### src/hw/rtl/atrtd_pkg.sv
// Shared types and constants for the AT response terminator detector.
// No dependencies; every other file in hw/rtl refers to this package.
`default_nettype none

package atrtd_pkg;

    localparam int BUFFER_BYTES = 256;
    localparam int BANK_ADDR_W  = $clog2(BUFFER_BYTES);
    localparam int RAM_ADDR_W   = BANK_ADDR_W + 1;
    localparam int COUNT_W      = $clog2(BUFFER_BYTES + 1);
    localparam int BYTE_W       = 8;
    localparam int LENGTH_W     = 9;
    localparam int STATUS_W     = 3;
    localparam int FUNC_W       = 2;
    localparam int IDX_EXT_W    = ((COUNT_W > BYTE_W) ? COUNT_W : BYTE_W) + 1;

    // Configuration port
    localparam int REG_INDEX_W = 1;
    localparam int CFG_DATA_W  = 8;
    localparam logic [REG_INDEX_W-1:0] REG_MODEM_MODE   = 1'd0;
    localparam logic [REG_INDEX_W-1:0] REG_NEWLINE_CHAR = 1'd1;
    localparam logic                   MODEM_MODE_RESET   = 1'b1;
    localparam logic [BYTE_W-1:0]      NEWLINE_CHAR_RESET = 8'd10;

    // Terminator patterns, newest byte lowest
    localparam logic [31:0] PAT_OK    = 32'h4F4B_0D0A;
    localparam logic [55:0] PAT_ERROR = 56'h45_5252_4F52_0D0A;
    localparam logic [63:0] PAT_DST   = 64'h4453_543A_2030_0D0A;
    localparam int OK_MIN_LEN    = 4;
    localparam int ERROR_MIN_LEN = 7;
    localparam int DST_MIN_LEN   = 8;

    typedef enum logic [STATUS_W-1:0] {
        ST_ONGOING = 3'd0,
        ST_NEWLINE = 3'd1,
        ST_OK      = 3'd2,
        ST_ERROR   = 3'd3,
        ST_DST     = 3'd4,
        ST_FULL    = 3'd5
    } status_t;

    typedef enum logic [FUNC_W-1:0] {
        FUNC_BYTE    = 2'd0,
        FUNC_COLLECT = 2'd1,
        FUNC_READ    = 2'd2,
        FUNC_RESTART = 2'd3
    } func_t;

    typedef struct packed {
        status_t             status;
        logic [LENGTH_W-1:0] length;
        logic [BYTE_W-1:0]   read_data;
    } out_word_t;

    typedef struct packed {
        logic                  we;
        logic                  re;
        logic [RAM_ADDR_W-1:0] addr;
        logic [BYTE_W-1:0]     wdata;
    } ram_req_t;

endpackage

`default_nettype wire

### src/hw/rtl/atrtd_msg_ram.sv
// Two-bank message store: one port, synchronous write, registered read.
// Depends on atrtd_pkg.
`default_nettype none

module atrtd_msg_ram (
    input  wire logic                            clk,
    input  wire atrtd_pkg::ram_req_t             req,
    output logic [atrtd_pkg::BYTE_W-1:0]         rdata
);

    localparam int RAM_DEPTH = 2 ** atrtd_pkg::RAM_ADDR_W;

    logic [atrtd_pkg::BYTE_W-1:0] mem [RAM_DEPTH];
    logic [atrtd_pkg::BYTE_W-1:0] rdata_reg;

    always_ff @(posedge clk)
    begin
        if (req.we)
        begin
            mem[req.addr] <= req.wdata;
        end
        if (req.re)
        begin
            rdata_reg <= mem[req.addr];
        end
    end

    assign rdata = rdata_reg;

endmodule

`default_nettype wire

### config.mk
export PLATFORM = sky130hd
export DESIGN_NAME = atrtd_msg_ram
export DESIGN_NICKNAME = d
export VERILOG_FILES = /design/src/hw/rtl/atrtd_pkg.sv /design/src/hw/rtl/atrtd_msg_ram.sv
export SDC_FILE = /design/constraint.sdc
export NUM_CORES = 2
export LEC_CHECK = 0
export BUFFER_PORTS_ARGS = -buffer_cell sky130_fd_sc_hd__buf_4
export CAP_MARGIN = 20
export CORE_MARGIN = 1.5
export CORE_UTILIZATION = 25
export DETAILED_ROUTE_END_ITERATION = 16
export GPL_TIMING_DRIVEN = 0
export PLACE_DENSITY_LB_ADDON = 0.2
export SYNTH_ARGS = -nofsm -noshare
export SYNTH_HDL_FRONTEND = slang
export SYNTH_SLANG_ARGS = --single-unit
### constraint.sdc
create_clock -name clk -period 7.4 [get_ports clk]
set_input_delay 0.74 -clock clk [delete_from_list [all_inputs] [get_ports clk]]
set_output_delay 0.74 -clock clk [all_outputs]
set_load 0.01 [all_outputs]
==> impl_summary.log <==
INFO  metric synth.mux.area_fraction = 14.5%
INFO  metric h-tree-depth = 5
INFO  metric timing.final.hold_violations = 0
INFO  metric grt_pass1_wl = around 1000 mm
INFO  metric failing_checks = capacitance limit, slew limit, setup timing
INFO  metric synthArstFlopShare = 0%
INFO  metric crit_slowest_cell = sky130_fd_sc_hd__buf_2
INFO  metric clk_path_buf_depth = 4
INFO  metric setup_viol = 1
INFO  metric antenna_violating_nets_post_route = 0
INFO  metric arithmetic_cell_share_of_the_synthesized_area_counting_full_adders_half_adders_and_majority_gates = 0%
INFO  metric post_detailed_route_wirelength_per_cell = 47.6 um
INFO  metric buffer_ports.inserted = 24
INFO  metric comb_power_share = between 7 and 8%
INFO  metric worst_ep_required_time = 8.01 ns
INFO  metric run_status = finished, violations left
INFO  metric fp-row-count = 292
INFO  metric stdcell_count = between 15000 and 20000
INFO  metric dieArea = 639000 sq um
INFO  metric grt_pass1_vias = just under 90000
INFO  metric finalClockSkew = roughly 0.099 ns
INFO  metric predominant_post_synthesis_flop_cell = sky130_fd_sc_hd__edfxtp_1
INFO  metric cts_made_buffers = 441
INFO  metric share_seq_of_total_power = slightly below 50%
INFO  metric gp_congestion = 1.00
INFO  metric relSlewSlack = -0.526%
INFO  metric cellPowerDensity = 275 nW/um^2
INFO  metric synth.yosys.warnings = 0
INFO  metric cap_violations = 1
INFO  metric setup.worst_path.start_class = primary input
INFO  metric yosys.area_share.xor_xnor = 0%
INFO  metric post_synth.cell_area_avg = 20.9 sq um
INFO  metric post_synth_main_area_contributors = sky130_fd_sc_hd__edfxtp_1, sky130_fd_sc_hd__mux4_2, sky130_fd_sc_hd__mux2i_1
INFO  metric slew_violations = 3
INFO  metric cell_area_after_technology_mapping = 158000 sq um
INFO  metric drt_pre_antenna_iters = 6
INFO  metric power.clock.fraction = between 40% and 50%
INFO  metric synth_enable_flop_cells = 4104
INFO  metric antenna_found_initial = around 150
INFO  metric worst_path_largest_cell_delay = 1.03 ns
INFO  metric layout_min_cycle_time = 7.83 ns
INFO  metric critPathCaptureType = flip-flop
INFO  metric dp.final_hpwl = roughly 580 mm
INFO  metric cp.arrival = about 8.4 ns
INFO  metric cp_cell_sequence = buf_4 -> buf_2 -> buf_2 -> buf_2 -> buf_2 -> buf_2 -> nand3_1 -> a211oi_1 -> nand4_1 -> nor4_1 -> nand4_1
INFO  metric hold_class = in2reg
INFO  metric cts.clk_slew.worst_paths = around 0.060 ns
INFO  metric die_y = 799 um
INFO  metric initial_utilization = around a quarter
INFO  metric clock_insertion_delay_worst_skew = around 1.1 ns
INFO  metric worstPathMaxFanout = 10
INFO  metric synth_fp_nets = 7595
INFO  metric overflow = 0
INFO  metric number_of_synthesized_register_bits = a little over 4000
INFO  metric grt_max_degree = approximately 150
INFO  metric setup_repair_after_global_routing_missed_its_margin = false
INFO  metric timing.fmax = roughly 130 MHz
INFO  metric io_pins = 28
INFO  metric finalWirelength = 814 mm
INFO  metric synth_largest_area_cell = sky130_fd_sc_hd__edfxtp_1
INFO  metric total_routing_usage_reported_by_global_routing = 24.8%
INFO  metric area_growth = 18.8%
INFO  metric finalNetCount = 8319
INFO  metric clock_tree_from_tritoncts = yes
INFO  metric p_leak = 57.9 nW
INFO  metric peakVddDrop = approximately 0.23 mV
INFO  metric post_synthesis_simple_gate_area_fraction = 2.73%
INFO  metric synthCells = between 7000 and 8000
INFO  metric drtIter0Drc = roughly 17000
INFO  metric worstSetupPathType = in2reg
INFO  metric finalPower = 51.8 mW
INFO  metric hold_ws = 0.0738 ns
INFO  metric cts-resized-gates = 0
INFO  metric floorplan.die.width = 799 um
INFO  metric synth_sequential_area_ratio = 77.8%
INFO  metric finalCritPeriodShare = 106%
INFO  metric drt_drc_violations_left = 0
INFO  metric power_report.internal_total = 39.1 mW
INFO  metric core_area = 632000 sq um
INFO  metric p_sw_share = 24.4%
INFO  metric fin_ws = -0.427 ns
INFO  metric via_per_inst = approximately 5.5
INFO  metric synth_top_area_share = 77.8%
INFO  metric num_vias = between 90000 and 100k
INFO  metric synth_top_family_by_area = multiplexers
INFO  metric ctsRootBufferMaster = sky130_fd_sc_hd__clkbuf_16
INFO  metric synth_compound_gate_area_share = between 3 and 4%
INFO  metric cts.sinks = 4104
INFO  metric place_worst_setup_slack = -0.961 ns
INFO  metric cpMostUsedCell = sky130_fd_sc_hd__buf_2
INFO  metric numPlacedInstances = about 16000
INFO  metric flip_flop_count_of_the_largest_register_all_copies_and_words_added = 4096
INFO  metric switching_power = 12.6 mW
INFO  metric drive_above_1_share = approximately 24%
INFO  metric synthDistinctLibCells = 66
INFO  metric fin_setup_tns = -0.427 ns
INFO  metric worst_pin_slew = 1.50 ns
## per-stage QoR
stage / util (%) / cell area (sq um)
after floorplan: - / 158000
after global placement: 26.8 / 169000
after detailed placement: 27.5 / 173000
after CTS: 29.7 / 188000
after global routing: 29.8 / 188000
final: 29.8 / 188000
## routing by layer
layer  up-vias  GRT usage [%]  wire (um)
met2      6850           37.5     360000
met5         -              0        247
met1     52000           32.0     312000
met4        32           14.6      55500
li1      33300              -          -
met3      1485           6.58      86400
## final timing paths
check	startpoint	endpoint	slack (ns)	depth (start not counted)
worst min register to register	mem[62][4]	rdata[4]	1.00	5
worst min-delay path	req[2]	mem[66][2]	0.07	1
worst max register to register	mem[231][6]	rdata[6]	2.37	7
worst max-delay path	req[11]	rdata[0]	-0.43	11
## critical path: cells and delay by family
kind            cells  cell delay [ns]
buf+inv             6             4.24
simple gates        4             2.41
compound gates      1             0.83
## Yosys cell counts, drive strengths merged (47+ instances only)
cell       n
nand4     47
a221oi    92
edfxtp  4104
buf      286
o22ai    118
mux2i    434
clkbuf   197
a22o      47
a21oi     77
a22oi    181
nand2    130
nor2     548
a31oi     76
nand3     47
mux4     816
## cell usage in the layout, fill, tap and decap left out, drive strengths merged, types with 7 or more instances in the layout
master / synthesis / final
buf: 286 / 558
and2: 19 / 19
clkbuf: 197 / 744
a2111oi: 7 / 7
or4: 8 / 8
a31oi: 76 / 76
nand4b: 7 / 7
o21ai: 45 / 45
nor2b: 25 / 25
o221ai: 12 / 12
nor2: 548 / 548
clkinv: 0 / 201
bufinv: 0 / 45
a32oi: 26 / 26
nand2: 130 / 130
a22oi: 181 / 181
nor3: 22 / 22
edfxtp: 4104 / 4104
diode: 0 / 54
nor4: 38 / 38
nand3: 47 / 47
nor3b: 11 / 11
a21oi: 77 / 77
a22o: 47 / 47
mux2: 18 / 18
and3: 25 / 25
inv: 4 / 9
mux2i: 434 / 434
o211ai: 14 / 14
a221oi: 92 / 92
nand4: 47 / 47
a211oi: 36 / 36
clkinvlp: 0 / 12
o22ai: 118 / 118
mux4: 816 / 816
## cell families (layout without fill, tap and decap cells)
family | Yosys count | in the layout
AND/OR/NAND/NOR | 958 | 958
AO/OA/AOI/OAI | 758 | 758
other | 0 | 54
multiplexers | 1268 | 1268
buffers and inverters | 487 | 1570
flip-flops | 4104 | 4104
## power by group through the flow
stage | logic (mW) | registers (mW) | clock network [mW]
4_1_cts | 3.58 | 25.6 | 22.5
2_1_floorplan | 1.07 | 26.1 | 0
3_3_place_gp | 3.33 | 26.2 | 0
6_report | 3.68 | 25.6 | 22.5
3_5_place_dp | 3.57 | 26.1 | 0
5_1_grt | 3.58 | 25.6 | 23.3
## cell type report
type                            instances  area (sq um)
Clock buffer                          539         11500
Tap cell                             8379         10500
Clock inverter                        263          2800
Fill cell                           61100        443000
Buffer                                483          2610
Antenna cell                           54           135
Timing Repair Buffer                  281          4550
Inverter                                4          15.0
Multi-Input combinational cell       2984         32800
Sequential cell                      4104        123000
## repair_timing
item,4_1_cts,5_1_grt
hold endpoints to repair,6,0
buffers inserted,0,0
hold buffers,1,0
Power figures use the tool's default switching activity.
