`src/hw/rtl/atrtd_pkg.sv`:
```
// Shared types and constants for the AT response terminator detector.
// No dependencies; every other file in hw/rtl refers to this package.
`default_nettype none

package atrtd_pkg;

    localparam int BUFFER_BYTES = 256;
    localparam int BANK_ADDR_W  = $clog2(BUFFER_BYTES);
    localparam int RAM_ADDR_W   = BANK_ADDR_W + 1;
    localparam int COUNT_W      = $clog2(BUFFER_BYTES + 1);
    localparam int BYTE_W       = 8;
    localparam int LENGTH_W     = 9;
    localparam int STATUS_W     = 3;
    localparam int FUNC_W       = 2;
    localparam int IDX_EXT_W    = ((COUNT_W > BYTE_W) ? COUNT_W : BYTE_W) + 1;

    // Configuration port
    localparam int REG_INDEX_W = 1;
    localparam int CFG_DATA_W  = 8;
    localparam logic [REG_INDEX_W-1:0] REG_MODEM_MODE   = 1'd0;
    localparam logic [REG_INDEX_W-1:0] REG_NEWLINE_CHAR = 1'd1;
    localparam logic                   MODEM_MODE_RESET   = 1'b1;
    localparam logic [BYTE_W-1:0]      NEWLINE_CHAR_RESET = 8'd10;

    // Terminator patterns, newest byte lowest
    localparam logic [31:0] PAT_OK    = 32'h4F4B_0D0A;
    localparam logic [55:0] PAT_ERROR = 56'h45_5252_4F52_0D0A;
    localparam logic [63:0] PAT_DST   = 64'h4453_543A_2030_0D0A;
    localparam int OK_MIN_LEN    = 4;
    localparam int ERROR_MIN_LEN = 7;
    localparam int DST_MIN_LEN   = 8;

    typedef enum logic [STATUS_W-1:0] {
        ST_ONGOING = 3'd0,
        ST_NEWLINE = 3'd1,
        ST_OK      = 3'd2,
        ST_ERROR   = 3'd3,
        ST_DST     = 3'd4,
        ST_FULL    = 3'd5
    } status_t;

    typedef enum logic [FUNC_W-1:0] {
        FUNC_BYTE    = 2'd0,
        FUNC_COLLECT = 2'd1,
        FUNC_READ    = 2'd2,
        FUNC_RESTART = 2'd3
    } func_t;

    typedef struct packed {
        status_t             status;
        logic [LENGTH_W-1:0] length;
        logic [BYTE_W-1:0]   read_data;
    } out_word_t;

    typedef struct packed {
        logic                  we;
        logic                  re;
        logic [RAM_ADDR_W-1:0] addr;
        logic [BYTE_W-1:0]     wdata;
    } ram_req_t;

endpackage

`default_nettype wire

```
`src/hw/rtl/atrtd_ifs.sv`:
```
// Valid/ready channel interfaces for command words and response words.
// Depends on atrtd_pkg.
`default_nettype none


interface atrtd_out_if;
    logic                                valid;
    logic                                ready;
    atrtd_pkg::status_t                  status;
    logic [atrtd_pkg::LENGTH_W-1:0]      length;
    logic [atrtd_pkg::BYTE_W-1:0]        read_data;

    modport source (output valid, output status, output length, output read_data,
                    input ready);
    modport sink   (input valid, input status, input length, input read_data,
                    output ready);
endinterface

`default_nettype wire

```
`src/hw/rtl/atrtd_out_queue.sv`:
```
// Three-word response queue; decouples the input ready from the output ready.
// Depends on atrtd_pkg and atrtd_ifs.
`default_nettype none

module atrtd_out_queue (
    input  wire logic                  clk,
    input  wire logic                  rst_n,
    input  wire logic                  push,
    input  wire atrtd_pkg::out_word_t  push_word,
    input  wire logic                  inflight,
    output logic                       room,
    atrtd_out_if.source                rsp
);

    localparam int DEPTH = 3;
    localparam int PTR_W = 2;
    localparam int LVL_W = PTR_W + 1;

    atrtd_pkg::out_word_t entries [DEPTH];
    logic [PTR_W-1:0] head_reg, head_next;
    logic [PTR_W-1:0] tail_reg, tail_next;
    logic [PTR_W-1:0] count_reg, count_next;
    logic             pop;

    assign pop = rsp.valid && rsp.ready;

    always_comb
    begin
        count_next = count_reg + PTR_W'(push) - PTR_W'(pop);
        head_next  = head_reg;
        tail_next  = tail_reg;
        if (pop)
        begin
            head_next = (head_reg == PTR_W'(DEPTH - 1)) ? '0 : head_reg + 1'b1;
        end
        if (push)
        begin
            tail_next = (tail_reg == PTR_W'(DEPTH - 1)) ? '0 : tail_reg + 1'b1;
        end
    end

    // a word in the memory read stage always lands here next cycle
    assign room = (LVL_W'(count_reg) + LVL_W'(inflight)) < LVL_W'(DEPTH);

    always_ff @(posedge clk or negedge rst_n)
    begin
        if (!rst_n)
        begin
            head_reg  <= '0;
            tail_reg  <= '0;
            count_reg <= '0;
        end
        else
        begin
            head_reg  <= head_next;
            tail_reg  <= tail_next;
            count_reg <= count_next;
        end
    end

    always_ff @(posedge clk)
    begin
        if (push)
        begin
            entries[tail_reg] <= push_word;
        end
    end

    assign rsp.valid     = (count_reg != '0);
    assign rsp.status    = entries[head_reg].status;
    assign rsp.length    = entries[head_reg].length;
    assign rsp.read_data = entries[head_reg].read_data;

    a_no_overflow: assert property (@(posedge clk) disable iff (!rst_n)
        push && !pop |-> count_reg != PTR_W'(DEPTH))
        else $error("response queue overflow");

endmodule

`default_nettype wire

```
`src/flat_wrapper.sv`:
```
// flat-port wrapper written by rule: the top's interface ports become plain ports
module atrtd_out_queue_flat 
  (clk, rst_n, push, push_word, inflight, room, rsp_valid, rsp_status, rsp_length, rsp_read_data, rsp_ready);
  atrtd_out_if rsp_i ();
  input  wire logic clk;
  input  wire logic rst_n;
  input  wire logic push;
  input  wire atrtd_pkg::out_word_t push_word;
  input  wire logic inflight;
  output logic room;
  output wire logic [$bits(rsp_i.valid)-1:0] rsp_valid;
  output wire logic [$bits(rsp_i.status)-1:0] rsp_status;
  output wire logic [$bits(rsp_i.length)-1:0] rsp_length;
  output wire logic [$bits(rsp_i.read_data)-1:0] rsp_read_data;
  input wire logic [$bits(rsp_i.ready)-1:0] rsp_ready;
  assign rsp_valid = rsp_i.valid;
  assign rsp_status = rsp_i.status;
  assign rsp_length = rsp_i.length;
  assign rsp_read_data = rsp_i.read_data;
  assign rsp_i.ready = rsp_ready;
  atrtd_out_queue u_core (.clk(clk), .rst_n(rst_n), .push(push), .push_word(push_word), .inflight(inflight), .room(room), .rsp(rsp_i));
endmodule
```
`config.mk`:
```
export PLATFORM = sky130hd
export DESIGN_NAME = atrtd_out_queue_flat
export DESIGN_NICKNAME = d
export VERILOG_FILES = /design/src/hw/rtl/atrtd_pkg.sv /design/src/hw/rtl/atrtd_ifs.sv /design/src/hw/rtl/atrtd_out_queue.sv /design/src/flat_wrapper.sv
export SDC_FILE = /design/constraint.sdc
export NUM_CORES = 1
export LEC_CHECK = 0
export BUFFER_PORTS_ARGS = -buffer_cell sky130_fd_sc_hd__buf_2
export CORE_AREA = 4 4 74 76
export CTS_CLUSTER_DIAMETER = 60
export DETAILED_ROUTE_END_ITERATION = 6
export DIE_AREA = 0 0 78 80
export GPL_ROUTABILITY_DRIVEN = 0
export PLACE_DENSITY_LB_ADDON = 0.2
export SLEW_MARGIN = 20
export SYNTH_ARGS = -nofsm -noshare
export SYNTH_HDL_FRONTEND = slang
export SYNTH_SLANG_ARGS = --single-unit
```
`constraint.sdc`:
```
create_clock -name clk -period 2.9 [get_ports clk]
set_input_delay 0 -clock clk [delete_from_list [all_inputs] [get_ports clk]]
set_output_delay 0 -clock clk [all_outputs]
set_load 0.05 [all_outputs]
```
==> impl_metrics.py <==
metrics = {
    "status": {
        "status": "finished clean",
    },
    "layout": {
        "layout.nets": 262,
        "layout_commonest_cell": "edfxtp_1",
        "mostFrequentLayoutCells": "edfxtp_1, buf_2, dlygate4sd3_1",
        "fin_util_pct": 69.3,
        "final_cell_area_sq_um": 3270,
        "regMostFlops": "u_core.entries",
        "diodes": 0,
        "syn2layout_area_growth_pct": 27.5,
        "largest_reg_flops": 60,
        "drive_gt1_share_pct": 30.3,
    },
    "worst_setup_path": {
        "startpoint_type": "register",
        "crit_slowest_cell": "dfrtp_1",
        "crit_chain": "buf_4, mux2i_1, o21ai_1, buf_2",
        "cp.required_ps": 2900,
        "crit_type": "reg -> out",
        "path_max_fanout": 14,
        "timing.rr.start": "u_core.count_reg[0]$_DFF_PN0_",
        "cp.arrival_ps": 2000,
        "critPathCaptureType": "primary output",
        "rrSetupSlack_ps": 1240,
        "max_stage_delay_ps": 760,
        "worstSetupStartpoint": "u_core.head_reg[0]$_DFFE_PN0P_",
    },
    "clock_network": {
        "clkTransAtPathRegs_ps": 70,
        "cts_tree": "yes",
        "cts_sinks": 66,
        "numCtsBuffers": 9,
        "clockBufferDepth": 2,
        "clk_latency_ps": 320,
        "htreeDepth": 3,
        "cts_root_buf": "clkbuf_8",
        "post-cts-setup-buffer-count": 0,
    },
    "sta": {
        "slew_violations": 0,
        "finalSetupViolations": 0,
        "fmax_mhz": 500,
        "period_share_pct": 69.0,
        "fin_skew_ps": 3.33,
        "final_hold_viol_count": 0,
        "setup_tns_ps": 0,
        "relSlewSlack_pct": 53.9,
        "worst_pin_slew_ps": 692,
        "rsz0062_at_grt": "no",
        "fin_crit_ps": 2000,
    },
    "placed_design": {
        "dp_hpwl_microns": 2890,
        "dpl_cell_area_sq_um": 2870,
        "port_buffers": 46,
    },
    "die": {
        "start_util_pct": 54.4,
        "dieWidth_microns": 78,
        "die_y_microns": 80,
        "io_pins": 47,
        "core_area_sq_um": 4720,
        "die_area_sq_um": 6240,
        "rows": 25,
    },
    "logic_synthesis": {
        "syn_inst": 156,
        "synth_edf_count": 60,
        "ys_seq_area_share_pct": 76.0,
        "synth_cell_types": 20,
        "ys_ff_latch": 66,
        "synthesis.nets": 185,
        "avgSynthCellArea_sq_um": 16.5,
        "yosys_warnings": 0,
        "synth_area_sq_um": 2570,
        "synth_top_flop_cell": "edfxtp_1",
        "async_reset_ff_share_pct": 9.09,
    },
    "global_routing": {
        "grt_max_degree": 23,
        "grt_pass1_wl_microns": 7420,
        "grt_pass1_vias": 1625,
        "grt_use_total_pct": 16.0,
        "antenna_found_initial": 0,
        "overflow": 0,
    },
    "power": {
        "cellPowerDensity_nw_per_um2": 1030,
        "power_switching_mw": 1.39,
        "p_leak_nw": 1.28,
        "power_mw": 3.36,
        "p_sw_share_pct": 41.3,
        "combPwrFrac_pct": 39.4,
        "max-vdd-ir-drop_v": 0.000548,
        "clockPowerShare_pct": 21.0,
        "internal_power_mw": 1.97,
        "p_seq_share_pct": 39.7,
    },
    "route": {
        "drc": 0,
        "vias": 1495,
        "detail-route-antenna-nets": 0,
        "drt_iter0_drc": 62,
        "viasPerCell": 4.90,
        "routedWlPerCell_microns": 14.8,
        "wl_microns": 4520,
        "firstDrtPassIters": 4,
    },
    "run": {
        "drv_cap": 0,
    },
    "min_path": {
        "hold_path_class": "in -> async",
    },
}
## area by class of cell
type                       instances  area, sq um
sequential                        66         1950
tap                               67         83.8
clock buffer                       9          124
multi-input combinational         79          552
fill                             324         1450
clock inverter                     7         60.1
inverter                           4         15.0
timing repair buffer              73          488
## per-stage QoR
stage / setup slack [ps] / cells / hold slack, ps
after floorplan: 466 / 156 / -296
final: 899 / 305 / 34.9
after CTS: 847 / 305 / 16.0
after global placement: 1160 / 267 / -168
after detailed placement: 1140 / 267 / -161
after global routing: 765 / 305 / 27.1
## layer usage
layer | share of wire, % | vias to the layer above | GRT usage [%]
li1 | - | 732 | -
met1 | 39 | 714 | 16.7
met2 | 55 | 43 | 29.6
met3 | 4.7 | 6 | 3.95
met4 | 1.3 | 0 | 8.39
met5 | 0 | - | 0
## cell usage after synthesis, drive strengths merged (2+ instances only)
| library cell | n | area (sq um) |
|---|---|---|
| dfrtp | 6 | 150 |
| nor2 | 2 | 10.0 |
| mux2i | 21 | 210 |
| edfxtp | 60 | 1800 |
| nand2 | 21 | 78.8 |
| buf | 7 | 66.3 |
| xnor2 | 2 | 17.5 |
| o21ai | 21 | 105 |
| ha | 4 | 50.1 |
| nor3b | 2 | 15.0 |
| inv | 4 | 15.0 |
| mux2 | 2 | 22.5 |
## path summary, 6_finish.rpt
path                                                       end  cells after the start
worst max-delay path                             rsp_length[5]                      4
worst min-delay path             u_core.count_reg[1]$_DFF_PN0_                      2
worst max register to register   u_core.count_reg[1]$_DFF_PN0_                      7
worst min register to register   u_core.count_reg[1]$_DFF_PN0_                      1
max in group asynchronous       u_core.tail_reg[0]$_DFFE_PN0P_                      2
min in group clk                u_core.head_reg[0]$_DFFE_PN0P_                      3
## kinds of logic after synthesis
| logic type | count (synthesis) | share of synthesized area [%] |
|---|---|---|
| adders and majority gates | 4 | 1.95 |
| DFF | 66 | 76.0 |
| xor gates and xnor gates | 2 | 0.682 |
| buffers and inverters | 11 | 3.17 |
| and+or+nand+nor | 27 | 4.53 |
| AOI/OAI and AO/OA | 23 | 4.58 |
| muxes | 23 | 9.06 |
## repair_timing
| item | CTS | global route |
|---|---|---|
| hold buffers | 22 | 0 |
| hold endpoints to repair | 68 | 0 |
| resized for setup | 0 | 0 |
## critical path: cells and delay by family (launching register included)
kind,cells,cell delay [ps]
buffers and inverters,2,580
AOI/OAI and AO/OA,1,90
muxes,1,250
DFF,1,760
## power by group through the flow
stage                     sequential (mW)  clock (mW)  combinational (mW)
final                                1.33       0.704                1.32
after global routing                 1.35       0.773                1.42
after CTS                            1.34       0.717                1.34
after detailed placement             1.35           0                1.31
after global placement               1.35           0                1.29
after floorplan                      1.27           0                1.16
Power figures use the tool's default switching activity.
